--- config.mk ---
export PLATFORM = sky130hd
export DESIGN_NAME = keypad_press_repeat_qualifier
export DESIGN_NICKNAME = d
export VERILOG_FILES = /design/src/rtl/kprq_pkg.sv /design/src/rtl/kprq_lowbit.sv /design/src/rtl/kprq_step.sv /design/src/rtl/keypad_press_repeat_qualifier.sv
export VERILOG_INCLUDE_DIRS = /design/src /design/src/rtl
export SDC_FILE = /design/constraint.sdc
export NUM_CORES = 1
export LEC_CHECK = 0
export BUFFER_PORTS_ARGS = -buffer_cell sky130_fd_sc_hd__buf_2
export CAP_MARGIN = 40
export CORE_ASPECT_RATIO = 0.5
export CORE_MARGIN = 1.5
export CORE_UTILIZATION = 60
export CTS_BUF_LIST = sky130_fd_sc_hd__clkbuf_8
export DETAILED_ROUTE_END_ITERATION = 10
export PLACE_DENSITY_LB_ADDON = 0.25
export SLEW_MARGIN = 10
export SYNTH_ARGS = -nofsm -noshare
export SYNTH_HDL_FRONTEND = slang
export SYNTH_HIERARCHICAL = 1
export SYNTH_SLANG_ARGS = --single-unit
--- constraint.sdc ---
create_clock -name i_clk -period 8.4 [get_ports i_clk]
set_input_delay 1.26 -clock i_clk [delete_from_list [all_inputs] [get_ports i_clk]]
set_output_delay 1.26 -clock i_clk [all_outputs]
set_load 0.01 [all_outputs]
--- src/rtl/assert_macros.svh ---
// Assertion macros shared by the keypad qualifier RTL.
// No dependencies; included by the modules that carry assertions.
`ifndef ASSERT_MACROS_SVH
`define ASSERT_MACROS_SVH

// Clocked property, disabled while the synchronous reset is low.
`define ASSERT_CLK(label, clk, rst_n, prop, msg) \
    label: assert property (@(posedge clk) disable iff (!(rst_n)) (prop)) else $error(msg);

// Condition that must never be seen at a clock edge out of reset.
`define ASSERT_NEVER(label, clk, rst_n, expr, msg) \
    `ASSERT_CLK(label, clk, rst_n, !(expr), msg)

`endif

--- src/rtl/kprq_pkg.sv ---
// Package for the keypad press/repeat qualifier: field widths, register
// indexes, reset values and the result record. No dependencies.
`default_nettype none

package kprq_pkg;

    localparam int KEY_FIELD_W = 16;
    localparam int TICK_W      = 32;
    localparam int INDEX_W     = 4;
    localparam int FRAMES_W    = 8;
    localparam int CFG_IDX_W   = 8;

    // Configuration register indexes.
    localparam logic [CFG_IDX_W-1:0] CFG_FIRST_REPEAT = 8'd0;
    localparam logic [CFG_IDX_W-1:0] CFG_NEXT_REPEAT  = 8'd1;

    // Register values after reset.
    localparam logic [FRAMES_W-1:0] FIRST_REPEAT_RST = 8'd20;
    localparam logic [FRAMES_W-1:0] NEXT_REPEAT_RST  = 8'd5;

    // Packed tdata widths (whole bytes).
    localparam int S_TDATA_W = 56;
    localparam int M_TDATA_W = 24;

    typedef struct packed {
        logic                   key_pressed;
        logic [INDEX_W-1:0]     key_index;
        logic [KEY_FIELD_W-1:0] free_held_keys;
    } t_result;

endpackage

`default_nettype wire

--- src/rtl/kprq_lowbit.sv ---
// Lowest-set-bit isolator and position encoder for a key mask.
// Depends on kprq_pkg for the index width.
`default_nettype none

module kprq_lowbit #(
    parameter int W = 16
) (
    input  wire logic [W-1:0]                 i_vec,
    output logic      [W-1:0]                 o_onehot,
    output logic      [kprq_pkg::INDEX_W-1:0] o_index
);

    // Two's complement trick keeps only the lowest set bit.
    assign o_onehot = i_vec & ((~i_vec) + W'(1));

    // Positions above 15 wrap to four bits, as the index field allows.
    always_comb begin
        o_index = '0;
        for (int i = 0; i < W; i++) begin
            if (o_onehot[i]) begin
                o_index = o_index | kprq_pkg::INDEX_W'(i);
            end
        end
    end

endmodule

`default_nettype wire

--- src/rtl/kprq_step.sv ---
// Per-frame key state and press/repeat decision for one frame item.
// Depends on kprq_pkg, kprq_lowbit and assert_macros.svh.
`default_nettype none
`include "assert_macros.svh"

module kprq_step #(
    parameter int NUM_KEYS = 16
) (
    input  wire logic                              i_clk,
    input  wire logic                              i_rst_n,
    input  wire logic                              i_fire,
    input  wire logic [kprq_pkg::KEY_FIELD_W-1:0]  i_held,
    input  wire logic [kprq_pkg::TICK_W-1:0]       i_tick,
    input  wire logic                              i_wait,
    input  wire logic [kprq_pkg::FRAMES_W-1:0]     i_first_frames,
    input  wire logic [kprq_pkg::FRAMES_W-1:0]     i_next_frames,
    output kprq_pkg::t_result                      o_res
);

    // Only keys that exist and fit in the held field carry information.
    localparam int CW = (NUM_KEYS < kprq_pkg::KEY_FIELD_W) ? NUM_KEYS
                                                           : kprq_pkg::KEY_FIELD_W;

    logic [NUM_KEYS-1:0]             r_cur, r_lock, r_rep;
    logic [kprq_pkg::TICK_W-1:0]     r_last;
    logic [kprq_pkg::FRAMES_W-1:0]   r_span;

    logic [NUM_KEYS-1:0]             n_lock, n_rep;
    logic [kprq_pkg::TICK_W-1:0]     n_last;
    logic [kprq_pkg::FRAMES_W-1:0]   n_span;

    logic [NUM_KEYS-1:0]             cur, lock_k, rep_k, prev_w, press, fresh, valid;
    logic [NUM_KEYS-1:0]             low_onehot, free_k;
    logic [kprq_pkg::INDEX_W-1:0]    low_index;
    logic [kprq_pkg::TICK_W-1:0]     deadline;
    logic                            due, hit;

    kprq_lowbit #(.W(NUM_KEYS)) u_lowbit (
        .i_vec    (valid),
        .o_onehot (low_onehot),
        .o_index  (low_index)
    );

    always_comb begin
        cur    = NUM_KEYS'(i_held[CW-1:0]);
        // A key that changed state loses its lock and its repeat mark.
        lock_k = r_lock & ~(r_cur ^ cur);
        rep_k  = r_rep & lock_k;

        deadline = r_last + kprq_pkg::TICK_W'(r_span);
        due      = (i_tick >= deadline);

        // A due repeat makes the repeating key look newly pressed.
        prev_w = (i_wait && due) ? (r_cur & ~rep_k) : r_cur;
        press  = cur & ~prev_w;
        fresh  = press & ~rep_k;
        valid  = (|fresh) ? fresh : rep_k;
        hit    = i_wait && (|press);

        n_lock = hit ? (lock_k | valid) : lock_k;
        n_rep  = hit ? low_onehot : rep_k;
        n_last = hit ? i_tick : r_last;
        n_span = r_span;
        if (hit) begin
            n_span = (valid != rep_k) ? i_first_frames : i_next_frames;
        end

        free_k = cur & ~n_lock;

        o_res.key_pressed    = hit;
        o_res.key_index      = hit ? low_index : '0;
        o_res.free_held_keys = kprq_pkg::KEY_FIELD_W'(free_k[CW-1:0]);
    end

    always_ff @(posedge i_clk) begin
        if (!i_rst_n) begin
            r_cur  <= '0;
            r_lock <= '0;
            r_rep  <= '0;
            r_last <= '0;
            r_span <= '0;
        end else if (i_fire) begin
            r_cur  <= cur;
            r_lock <= n_lock;
            r_rep  <= n_rep;
            r_last <= n_last;
            r_span <= n_span;
        end
    end

    `ASSERT_CLK(a_rep_onehot, i_clk, i_rst_n, $onehot0(r_rep), "repeat mark not one-hot")
    `ASSERT_NEVER(a_rep_locked, i_clk, i_rst_n, (r_rep & ~r_lock) != '0,
                  "repeat key is not locked")
    `ASSERT_CLK(a_press_tick, i_clk, i_rst_n,
                i_rst_n && i_fire && o_res.key_pressed |=> r_last == $past(i_tick),
                "press did not record its tick")

endmodule

`default_nettype wire

--- src/rtl/keypad_press_repeat_qualifier.sv ---
// Keypad press/repeat qualifier: one request per frame in, one result out.
// A request is captured in the input register, and its result then in the
// result register. Throughput: one request per cycle while the result
// side is not stalled. Synchronous active-low reset clears the key state
// and the valid flags and restores the repeat delays to 20 and 5 frames.
`default_nettype none
`include "assert_macros.svh"

module keypad_press_repeat_qualifier #(
    parameter int NUM_KEYS = 16
) (
    input  wire logic                              i_clk,
    input  wire logic                              i_rst_n,
    // Input stream.
    input  wire logic                              s_tvalid,
    output logic                                   s_tready,
    // s_tdata, low bit up: held_keys[15:0], frame_tick[47:16],
    // wait_for_key[48], zero fill [55:49].
    input  wire logic [kprq_pkg::S_TDATA_W-1:0]    s_tdata,
    // Result stream.
    output logic                                   m_tvalid,
    input  wire logic                              m_tready,
    // m_tdata, low bit up: key_pressed[0], key_index[4:1],
    // free_held_keys[20:5], zero fill [23:21].
    output logic      [kprq_pkg::M_TDATA_W-1:0]    m_tdata,
    // Configuration write channel.
    input  wire logic                              i_cfg_valid,
    output logic                                   o_cfg_ready,
    input  wire logic [kprq_pkg::CFG_IDX_W-1:0]    i_cfg_index,
    input  wire logic [kprq_pkg::FRAMES_W-1:0]     i_cfg_data
);

    // Repeat timing registers. Writes are always taken; they are expected
    // only while the block is idle.
    logic [kprq_pkg::FRAMES_W-1:0] r_first_frames, r_next_frames;

    assign o_cfg_ready = 1'b1;

    always_ff @(posedge i_clk) begin
        if (!i_rst_n) begin
            r_first_frames <= kprq_pkg::FIRST_REPEAT_RST;
            r_next_frames  <= kprq_pkg::NEXT_REPEAT_RST;
        end else if (i_cfg_valid) begin
            unique case (i_cfg_index)
                kprq_pkg::CFG_FIRST_REPEAT: r_first_frames <= i_cfg_data;
                kprq_pkg::CFG_NEXT_REPEAT:  r_next_frames  <= i_cfg_data;
                default: ;
            endcase
        end
    end

    // Input register. The request in it is processed in the cycle that the
    // result register can take its outcome; the state updates at that edge.
    logic                                r_in_vld;
    logic [kprq_pkg::KEY_FIELD_W-1:0]    r_held;
    logic [kprq_pkg::TICK_W-1:0]         r_tick;
    logic                                r_wait;

    // Result register, which lets a new request enter while a result waits.
    logic                                r_out_vld;
    kprq_pkg::t_result                   r_res;

    logic                                s_acc, advance, fire;
    kprq_pkg::t_result                   step_res;

    assign advance  = !r_out_vld || m_tready;
    assign fire     = r_in_vld && advance;
    assign s_tready = !r_in_vld || advance;
    assign s_acc    = s_tvalid && s_tready;

    always_ff @(posedge i_clk) begin
        if (!i_rst_n) begin
            r_in_vld <= 1'b0;
        end else begin
            r_in_vld <= s_acc || (r_in_vld && !advance);
        end
    end

    always_ff @(posedge i_clk) begin
        if (s_acc) begin
            r_held <= s_tdata[15:0];
            r_tick <= s_tdata[47:16];
            r_wait <= s_tdata[48];
        end
    end

    kprq_step #(.NUM_KEYS(NUM_KEYS)) u_step (
        .i_clk          (i_clk),
        .i_rst_n        (i_rst_n),
        .i_fire         (fire),
        .i_held         (r_held),
        .i_tick         (r_tick),
        .i_wait         (r_wait),
        .i_first_frames (r_first_frames),
        .i_next_frames  (r_next_frames),
        .o_res          (step_res)
    );

    always_ff @(posedge i_clk) begin
        if (!i_rst_n) begin
            r_out_vld <= 1'b0;
        end else if (fire) begin
            r_out_vld <= 1'b1;
        end else if (m_tready) begin
            r_out_vld <= 1'b0;
        end
    end

    always_ff @(posedge i_clk) begin
        if (fire) begin
            r_res <= step_res;
        end
    end

    assign m_tvalid = r_out_vld;
    assign m_tdata  = {3'b000, r_res.free_held_keys, r_res.key_index, r_res.key_pressed};

    // A waiting result must survive a stall.
    `ASSERT_CLK(a_out_held, i_clk, i_rst_n,
                i_rst_n && r_out_vld && !m_tready |=> r_out_vld,
                "stalled result was dropped")
    // A waiting result keeps its contents until it is taken.
    `ASSERT_CLK(a_out_stable, i_clk, i_rst_n,
                i_rst_n && r_out_vld && !m_tready |=> $stable(r_res),
                "stalled result changed")
    // The index field is zero whenever no press is reported.
    `ASSERT_NEVER(a_idx_zero, i_clk, i_rst_n,
                  r_out_vld && !r_res.key_pressed && (r_res.key_index != '0),
                  "key index set without a press")

endmodule

`default_nettype wire

-- After elaboration in Yosys (flattened, before gate mapping)
Cells that the tools add are included.
- register bits after elaboration: 176
- logic and storage cells: 74
- output and inout bits: 27
- reductions and logical operators: 18
- muxes and demuxes: 22
- bitwise operators: 14
- equal/unequal tests: 2
- add/subtract/negate cells: 2
- magnitude comparators: 1
- operator list (operator ; count):
    AND 16 bit ; 7
    inverter 16 bit ; 5
    2-to-1 mux 16 bit ; 4
    adder 32 x 8 -> 32 bit ; 1
    >= comparator 32 bit ; 1
    2-to-1 mux 4 bit ; 8
    OR reduction 16 bit ; 2
    adder 16 x 1 -> 16 bit, second input constant ; 1
    != test 16 bit ; 1
    OR 16 bit ; 1
    XOR 16 bit ; 1
    2-to-1 mux 3 bit ; 4
    equality test 8 x 1 -> 1 bit, second input constant ; 1
    logical NOT 8 bit ; 1
    2-to-1 mux 8 bit ; 1
    AND reduction 2 bit ; 3
    logical AND 1 bit ; 5
    2-to-1 mux 2 bit ; 2
    logical NOT 1 bit ; 3
    logical OR 1 bit ; 3
    2-to-1 mux 1 bit ; 3
    nonzero test 2 bit ; 1

-- Longest topological paths before layout
Gate-level depths: netlist (run 1).
- depth in word-level cells: 30
- gate-level depth with buffers: 23
- depth with buffers taken out: 20

-- Modules after synthesis
Netlist (run 1), hierarchy kept.
- modules (own cells, without submodules) (module ; sequential area each (um2) ; cells each ; instances ; area an instance (um2)):
    kprq_step ; 1761.7 ; 716 ; 1 ; 6165.9
    keypad_press_repeat_qualifier ; 2462.4 ; 153 ; 1 ; 2906.5
    kprq_lowbit ; 0.0 ; 54 ; 1 ; 325.3

-- Worst setup path before layout (run 1)
OpenSTA, ideal clock, no wires.
- kind: flip-flop to flip-flop
- start: reg u_step/r_last[0] (netlist name)
- end: reg r_res, in the netlist m_tdata[1], data pin
- path slack: 3.977 ns
- clock period less this slack: 4.423 ns
- stages on the path, launching flop included: 23
- data arrival time: 4.168 ns
- cells stage by stage: dfxtp_1 > ha_1 > inv_1 > fa_1 > nor2b_1 > o21ai_0 > a21oi_1 > o21ai_0 > a21oi_1 > o21a_1 > clkbuf_1 > nand4_1 > xor2_1 > ha_1 > and3_1 > a221o_1 > a311oi_1 > o2111ai_1 > o211ai_2 > buf_6 > buf_12 > inv_2 > and2_1
- RTL lines (item ; RTL line ; RTL):
    from (decl) ; kprq_step.sv:25 ; logic [kprq_pkg::TICK_W-1:0] r_last;
    from (signal assigned) ; kprq_step.sv:86 ; r_last <= n_last;
    adder 32 x 8 -> 32 bit ; kprq_step.sv:50 ; deadline = r_last + kprq_pkg::TICK_W'(r_span);
    >= comparator 32 bit ; kprq_step.sv:51 ; due = (i_tick >= deadline);
    logical AND 1 bit ; kprq_step.sv:54 ; prev_w = (i_wait && due) ? (r_cur & ~rep_k) : r_cur;
    2-to-1 mux 16 bit ; kprq_step.sv:54 ;
    inverter 16 bit ; kprq_step.sv:55 ; press = cur & ~prev_w;
    AND 16 bit ; kprq_step.sv:55 ;
    OR reduction 16 bit ; kprq_step.sv:58 ; hit = i_wait && (|press);
    logical AND 1 bit ; kprq_step.sv:58 ;
    via u_step.hit ; kprq_step.sv:36 ; logic due, hit;
    to (signal assigned) ; keypad_press_repeat_qualifier.sv:111 ; r_res <= step_res;
    to (decl) ; keypad_press_repeat_qualifier.sv:61 ; kprq_pkg::t_result r_res;
The timed path passes the listed nets, and every way through them passes these cells.
A chain may end at the register's enable or synchronous reset.

-- Worst setup path in the final report (run 1)
- start: reg u_step/r_span[0] (netlist name)
- end: reg u_step/r_last[14] (netlist name)
- cells in the longest elaborated chain, start to end: 9
- RTL lines (item ; RTL line ; RTL):
    from (decl) ; kprq_step.sv:26 ; logic [kprq_pkg::FRAMES_W-1:0] r_span;
    from (signal assigned) ; kprq_step.sv:87 ; r_span <= n_span;
    adder 32 x 8 -> 32 bit ; kprq_step.sv:50 ;
    >= comparator 32 bit ; kprq_step.sv:51 ;
    logical AND 1 bit ; kprq_step.sv:54 ;
    2-to-1 mux 16 bit ; kprq_step.sv:54 ;
    inverter 16 bit ; kprq_step.sv:55 ;
    AND 16 bit ; kprq_step.sv:55 ;
    OR reduction 16 bit ; kprq_step.sv:58 ;
    logical AND 1 bit ; kprq_step.sv:58 ;
    AND reduction 2 bit (no line) ; -- ;
No other way between the ends.

==> results of run 1 <==
## per-layer routing
layer | up-vias | part of all wire [%]
met4 | 0 | 1.7
met1 | 3355 | 46
met2 | 184 | 47
li1 | 3463 | -
met5 | - | 0
met3 | 34 | 4.6
## per-stage QoR
step	area, sq um	worst slack (ps)	util (%)	instances
detailed placement	9980	3010	64.9	1191
finish	10400	2800	67.7	1223
floorplan	9410	3980	-	925
global route	10400	2550	67.7	1223
CTS	10400	2910	67.7	1223
global placement	9940	3120	64.6	1189
## state kept, by name (all words and copies together) (netlist names), 16 cells and up
name,count
m_tdata,21
r_held,16
r_tick,32
u_step/r_cur,16
u_step/r_last,32
u_step/r_lock,16
u_step/r_rep,16
## worst max-delay path, stage by stage, from the launching register on
cell and delay (ps):
dfxtp_1 370, ha_1 180, inv_1 50, fa_1 400, nor2b_1 120, o21ai_0 110
a21oi_1 210, o21ai_0 130, a21oi_1 260, o21a_1 460, nand4_1 170, xor2_1 180
ha_1 290, and3_1 210, a221o_1 340, a311oi_1 380, o2111ai_1 380, o211ai_4 270
buf_4 610, mux2i_1 270, nor2b_1 60
## cell usage after synthesis (all sizes together) (4+ instances only)
master and number:
nor3b 8, nor2b 79, and3 11, edfxtp 70
a21o 6, nor2 14, a31o 4, nand2b 12
clkbuf 21, xnor2 9, mux2 8, nand3 20
o2111ai 4, nor4 10, nor3 15, and2 42
a211oi 4, o21ai 48, nand4 17, o31ai 7
ha 40, or3 4, inv 25, xor2 19
buf 17, mux2i 114, nand2 107, a21oi 39
dfxtp 106
## cell type report
cell class,count,area [sq um],area share (%)
timing repair buffer,100,553,5.31
clock buffer,18,248,2.38
multi-input combinational,686,4860,46.7
sequential,176,4220,40.6
tap,204,255,2.45
clock inverter,14,179,1.72
inverter,25,93.8,0.901
## power by group through the flow
stage | sequential, W | clock [W] | combinational [W]
after global routing | 0.000972 | 0.000686 | 0.000211
after CTS | 0.000966 | 0.000650 | 0.000190
after floorplan | 0.000977 | 0 | 0.000137
after global placement | 0.000983 | 0 | 0.000179
after detailed placement | 0.000985 | 0 | 0.000188
final | 0.000966 | 0.000637 | 0.000190
## cells by family after synthesis
family,after synthesis
adders and majority gates,41
DFF,176
buffers and inverters,63
and+or+nand+nor,355
other,2
AOI/OAI and AO/OA,136
xor gates and xnor gates,28
muxes,122
## worst max-delay path by stage
stage / start / end / cells after the start
after detailed placement: u_step/r_span[0] / u_step/r_last[29] / 20
after global placement: u_step/r_span[0] / u_step/r_last[11] / 20
after global routing: u_step/r_span[0] / u_step/r_last[16] / 20
after floorplan: u_step/r_last[0] / m_tdata[1] / 22
final: u_step/r_span[0] / u_step/r_last[14] / 20
after CTS: u_step/r_span[0] / u_step/r_last[29] / 20
==> out/results.ini, run 1 <==
[global_route]
top_usage_layer=met2
grt-ovfl-total=0
track_usage_pct=24.0
grt_pass1_vias=6698
met3_usage_pct=5.29
grt_antenna_before_repair=0
use_met1_pct=30.6
grt_pass1_wl_mm=31.7
grt_max_degree=92
use_met2_pct=40.7

[worst_setup_path]
worstPathMaxFanout=41
worstPathRequired_ps=8750
crit_type=reg -> reg
crit-reg2reg-launch=u_step/r_span[0]
startpoint_type=register
r2r_end=u_step/r_last[14]
reg2reg_depth=20
reg2reg_slack_ps=2800
crit_path_end_kind=register
critPathArrivalTime_ps=5950

[yosys]
ys_types=65
yosysWarnings=6
syn-cell-area_sq_um=9400
synth_top_area_share_pct=22.6
synthAdderAreaFrac_pct=5.54
yosysSeqAreaShare_pct=44.9
synthCells=923
avgSynthCellArea_sq_um=10.2
ys_seq_elements=176
synth_mux_area_share_pct=13.1
synth_simple_gate_area_share_pct=21.1
synth_compound_area_share_pct=9.05
synth_edf_count=70
synth_xor_area_share_pct=2.61
synth.area.top_cells=dfxtp_1 23%, edfxtp_1 22%, mux2i_1 12%, ha_1 5.3%, nor2b_1 5.3%
yosysTopAreaCell=dfxtp_1
synthArstFlopShare_pct=0
synth_top_family_by_area=simple AND/OR/NAND/NOR gates
ys.flop_type=dfxtp_1

[power]
p_per_area_nw_per_um2=172
pwr-share-comb_pct=10.6
seqPwrFrac_pct=53.9
p_leak_nw=4.27
ir_drop_uv=103
internal_power_w=0.00133
p_clk_share_pct=35.5
swShare_pct=26.0
power.total_w=0.00179
switchingPower_w=0.000466

[layout]
n_antenna_cell=0
drive_gt1_share_pct=16.1
final_common_cell=mux2i_1
area_growth_pct=10.8
final_cell_mix=114 x mux2i_1, 106 x nand2_1, 106 x dfxtp_1
num-nets-final=1124
fillers=1197

[clock_network]
cts_hold_buf=0
cts_resized=0
cts_buffers=17
cts_setup_buffers=0
clockBufferDepth=2
cts_root_buffer=clkbuf_8
cts_tree=built
clk_pin_slew_ps=90
htreeDepth=4
clock-sinks=176
clock_latency_ps=470

[sta]
setup_viol=0
hold_viol=0
worst_pin_slew_ps=832
final_max_slew_viol_count=0
fin_skew_ps=23.0
rsz0062_at_grt=no
totalNegativeSetupSlack_ps=0
fin_crit_ps=5600
fmax_mhz=178
period_share_pct=66.7
whs_ps=459
slew_headroom_pct=44.1

[worst_hold_path]
hp-start=r_first_frames[1]
whs_path_depth=2
min_to=r_first_frames[1]
hp-class=reg -> reg

[detailed_routing]
ant_nets=0
wl_per_cell_um=15.7
avgViaCountPerCell=5.75
vias=7036
drc=4
dr.pass1.iters=8
wirelength_mm=19.2
drt_iter0_markers=442

[floorplan]
die_w_um=180
coreArea_sq_um=15400
die_h_um=91.5
num_rows=32
initial_utilization_pct=61.1
die_area_sq_um=16500
ioPinCount=104

[place]
dp_hpwl_mm=13.1
io_buffers=92
globalplace.congestion=0.907

[job]
drv_cap=0

[run_status]
outcome=finished, violations left
violations=design-rule violations

(Power assumes the default switching activity.)
==> run 2, diff against run 1 <==
--- a/config.mk
+++ b/config.mk
@@ -10,7 +10,7 @@
 export CAP_MARGIN = 40
 export CORE_ASPECT_RATIO = 0.5
 export CORE_MARGIN = 1.5
-export CORE_UTILIZATION = 60
+export CORE_UTILIZATION = 55
 export CTS_BUF_LIST = sky130_fd_sc_hd__clkbuf_8
 export DETAILED_ROUTE_END_ITERATION = 10
 export PLACE_DENSITY_LB_ADDON = 0.25
==> constraint.sdc (replaced) <==
create_clock -name i_clk -period 4.6 [get_ports i_clk]
set_input_delay 0.69 -clock i_clk [delete_from_list [all_inputs] [get_ports i_clk]]
set_output_delay 0.69 -clock i_clk [all_outputs]
set_load 0.01 [all_outputs]
==> out/results.ini, run 2 (synthesized netlist as in run 1, its figures left out) <==
[run_status]
outcome=finished clean

[detailed_routing]
vias=7171  ; +1.9%
drc=0  ; -4
drt_iter0_markers=363  ; -18%
ant_nets=0  ; unchanged
wirelength_mm=20.5  ; +6.7%
wl_per_cell_um=16.1  ; +2.6%
avgViaCountPerCell=5.63  ; -2.1%
dr.pass1.iters=6  ; -2

[global_route]
grt_antenna_before_repair=0  ; unchanged
grt_pass1_vias=6855  ; +2.3%
grt_pass1_wl_mm=32.6  ; +2.7%
grt-ovfl-total=0  ; unchanged
track_usage_pct=22.9  ; -1.1 points
grt_max_degree=46  ; -50%

[worst_setup_path]
reg2reg_depth=21  ; +5.0%
startpoint_type=register
crit_path_end_kind=register
crit-reg2reg-launch=u_step/r_last[1]
reg2reg_slack_ps=90  ; -2710 ps
worstPathRequired_ps=4950  ; -3800 ps
worstPathMaxFanout=7  ; -83%
critPathArrivalTime_ps=4870  ; -1080 ps
r2r_end=u_step/r_last[1]
crit_type=reg -> reg

[layout]
num-nets-final=1151  ; +2.4%
final_common_cell=mux2i_1
stdcell_count=1273  ; +4.1%
final_cell_mix=113 x mux2i_1, 106 x nand2_1, 104 x dfxtp_1
drive_gt1_share_pct=19.9  ; +3.8 points
area_growth_pct=14.8
n_antenna_cell=0  ; unchanged

[sta]
fmax_mhz=222  ; +24%
slew_headroom_pct=45.2  ; +1.1 points
final_max_slew_viol_count=0  ; unchanged
whs_ps=384  ; -74.8 ps
worst_pin_slew_ps=822  ; -9.49 ps
fin_skew_ps=17.6  ; -5.35 ps
period_share_pct=98.1  ; +31 points
rsz0062_at_grt=yes
totalNegativeSetupSlack_ps=0  ; unchanged
setup_viol=0  ; unchanged
hold_viol=0  ; unchanged
fin_crit_ps=4510  ; -1090 ps

[clock_network]
cts_tree=built
clock-sinks=176  ; unchanged
clockBufferDepth=2  ; unchanged
cts_buffers=17  ; unchanged
htreeDepth=4  ; unchanged
clk_pin_slew_ps=100  ; about the same
cts_root_buffer=clkbuf_8
clock_latency_ps=470  ; about the same

[place]
dp_hpwl_mm=13.6  ; +4.4%
io_buffers=92  ; unchanged
dp_cells=1236  ; +3.8%
globalplace.congestion=0.865  ; -4.6%

[power]
p_leak_nw=4.43  ; +3.8%
ir_drop_uv=179  ; +73%
p_per_area_nw_per_um2=300  ; +74%

[floorplan]
num_rows=33  ; +3.1%
die_h_um=95.4  ; +4.3%
die_w_um=188  ; +4.4%
initial_utilization_pct=56.8  ; -4.4 points
coreArea_sq_um=16600  ; +7.7%
die_area_sq_um=17900  ; +8.9%
ioPinCount=104  ; unchanged

[job]
drv_cap=0  ; unchanged

[worst_hold_path]
min_to=r_tick[21]
whs_path_depth=1  ; -1
hp-class=in -> reg
hp-start=s_tdata[37]

run 2: layer usage:
layer  track usage [%]  part of all wire (%)  vias to the layer above
li1                  -                     -                     3527
met1              29.1                    46                     3433
met2              40.4                    48                      182
met3              4.45                   4.8                       29
met4              6.53                   1.4                        0
met5                 0                     0                        -
run 2: power by group:
group	total, W	internal [W]	switching (W)	leakage (nW)
logic	0.000381	0.000179	0.000202	2.68
registers	0.00176	0.00170	0.0000648	1.55
clock network	0.00110	0.000514	0.000582	0.207
run 2: worst max-delay path, cell delays in order, from the launching register on:
cell and delay [ps]:
dfxtp_1 320, buf_4 130, ha_1 300, a21o_1 190, a21oi_2 190, o21a_1 170
o21ai_1 120, a41oi_1 380, nor2_2 120, nand2_1 110, xor2_1 160, ha_1 260
and3_4 180, a221o_1 340, a311oi_2 270, o2111ai_1 160, buf_4 180, o211ai_4 190
buf_12 170, buf_12 140, mux2i_1 220, nor2b_1 80
run 2: area by class of cell:
class | instances | area [sq um]
multi-input cells | 686 | 4930
fillers | 1338 | 5770
flip-flops and latches | 176 | 4230
clock inverters | 13 | 139
inverters | 25 | 93.8
repair buffers | 127 | 858
well taps | 227 | 284
clock buffers | 19 | 262
run 2: timing repair:
item | in CTS | in global routing
gates resized for setup | 6 | 18
setup endpoints to repair | 61 | 61
hold buffers | 0 | 0
setup buffers | 1 | 0
gates cloned | 1 | 3
pin swaps | 7 | 8
run 2: stage by stage:
step | instance area (sq um) | total power (W) | setup WS, ps | utilization [%]
floorplan | 9410 | 0.00203 | 177 | -
global placement | 10200 | 0.00213 | -45.6 | 61.5
detailed placement | 10200 | 0.00215 | -154 | 61.6
CTS | 10700 | 0.00325 | 11.2 | 64.4
global route | 10800 | 0.00338 | -140 | 65.2
finish | 10800 | 0.00324 | 89.6 | 65.2
run 2: worst max path at each step:
| stage | to | startpoint | cells past startpoint |
|---|---|---|---|
| finish | u_step/r_last[1] | u_step/r_last[1] | 21 |
| global route | u_step/r_last[1] | u_step/r_last[1] | 23 |
| detailed placement | u_step/r_last[29] | u_step/r_span[0] | 21 |
| global placement | m_tdata[4] | u_step/r_span[0] | 22 |
| floorplan | m_tdata[1] | u_step/r_last[0] | 22 |
| CTS | u_step/r_last[1] | u_step/r_last[1] | 22 |
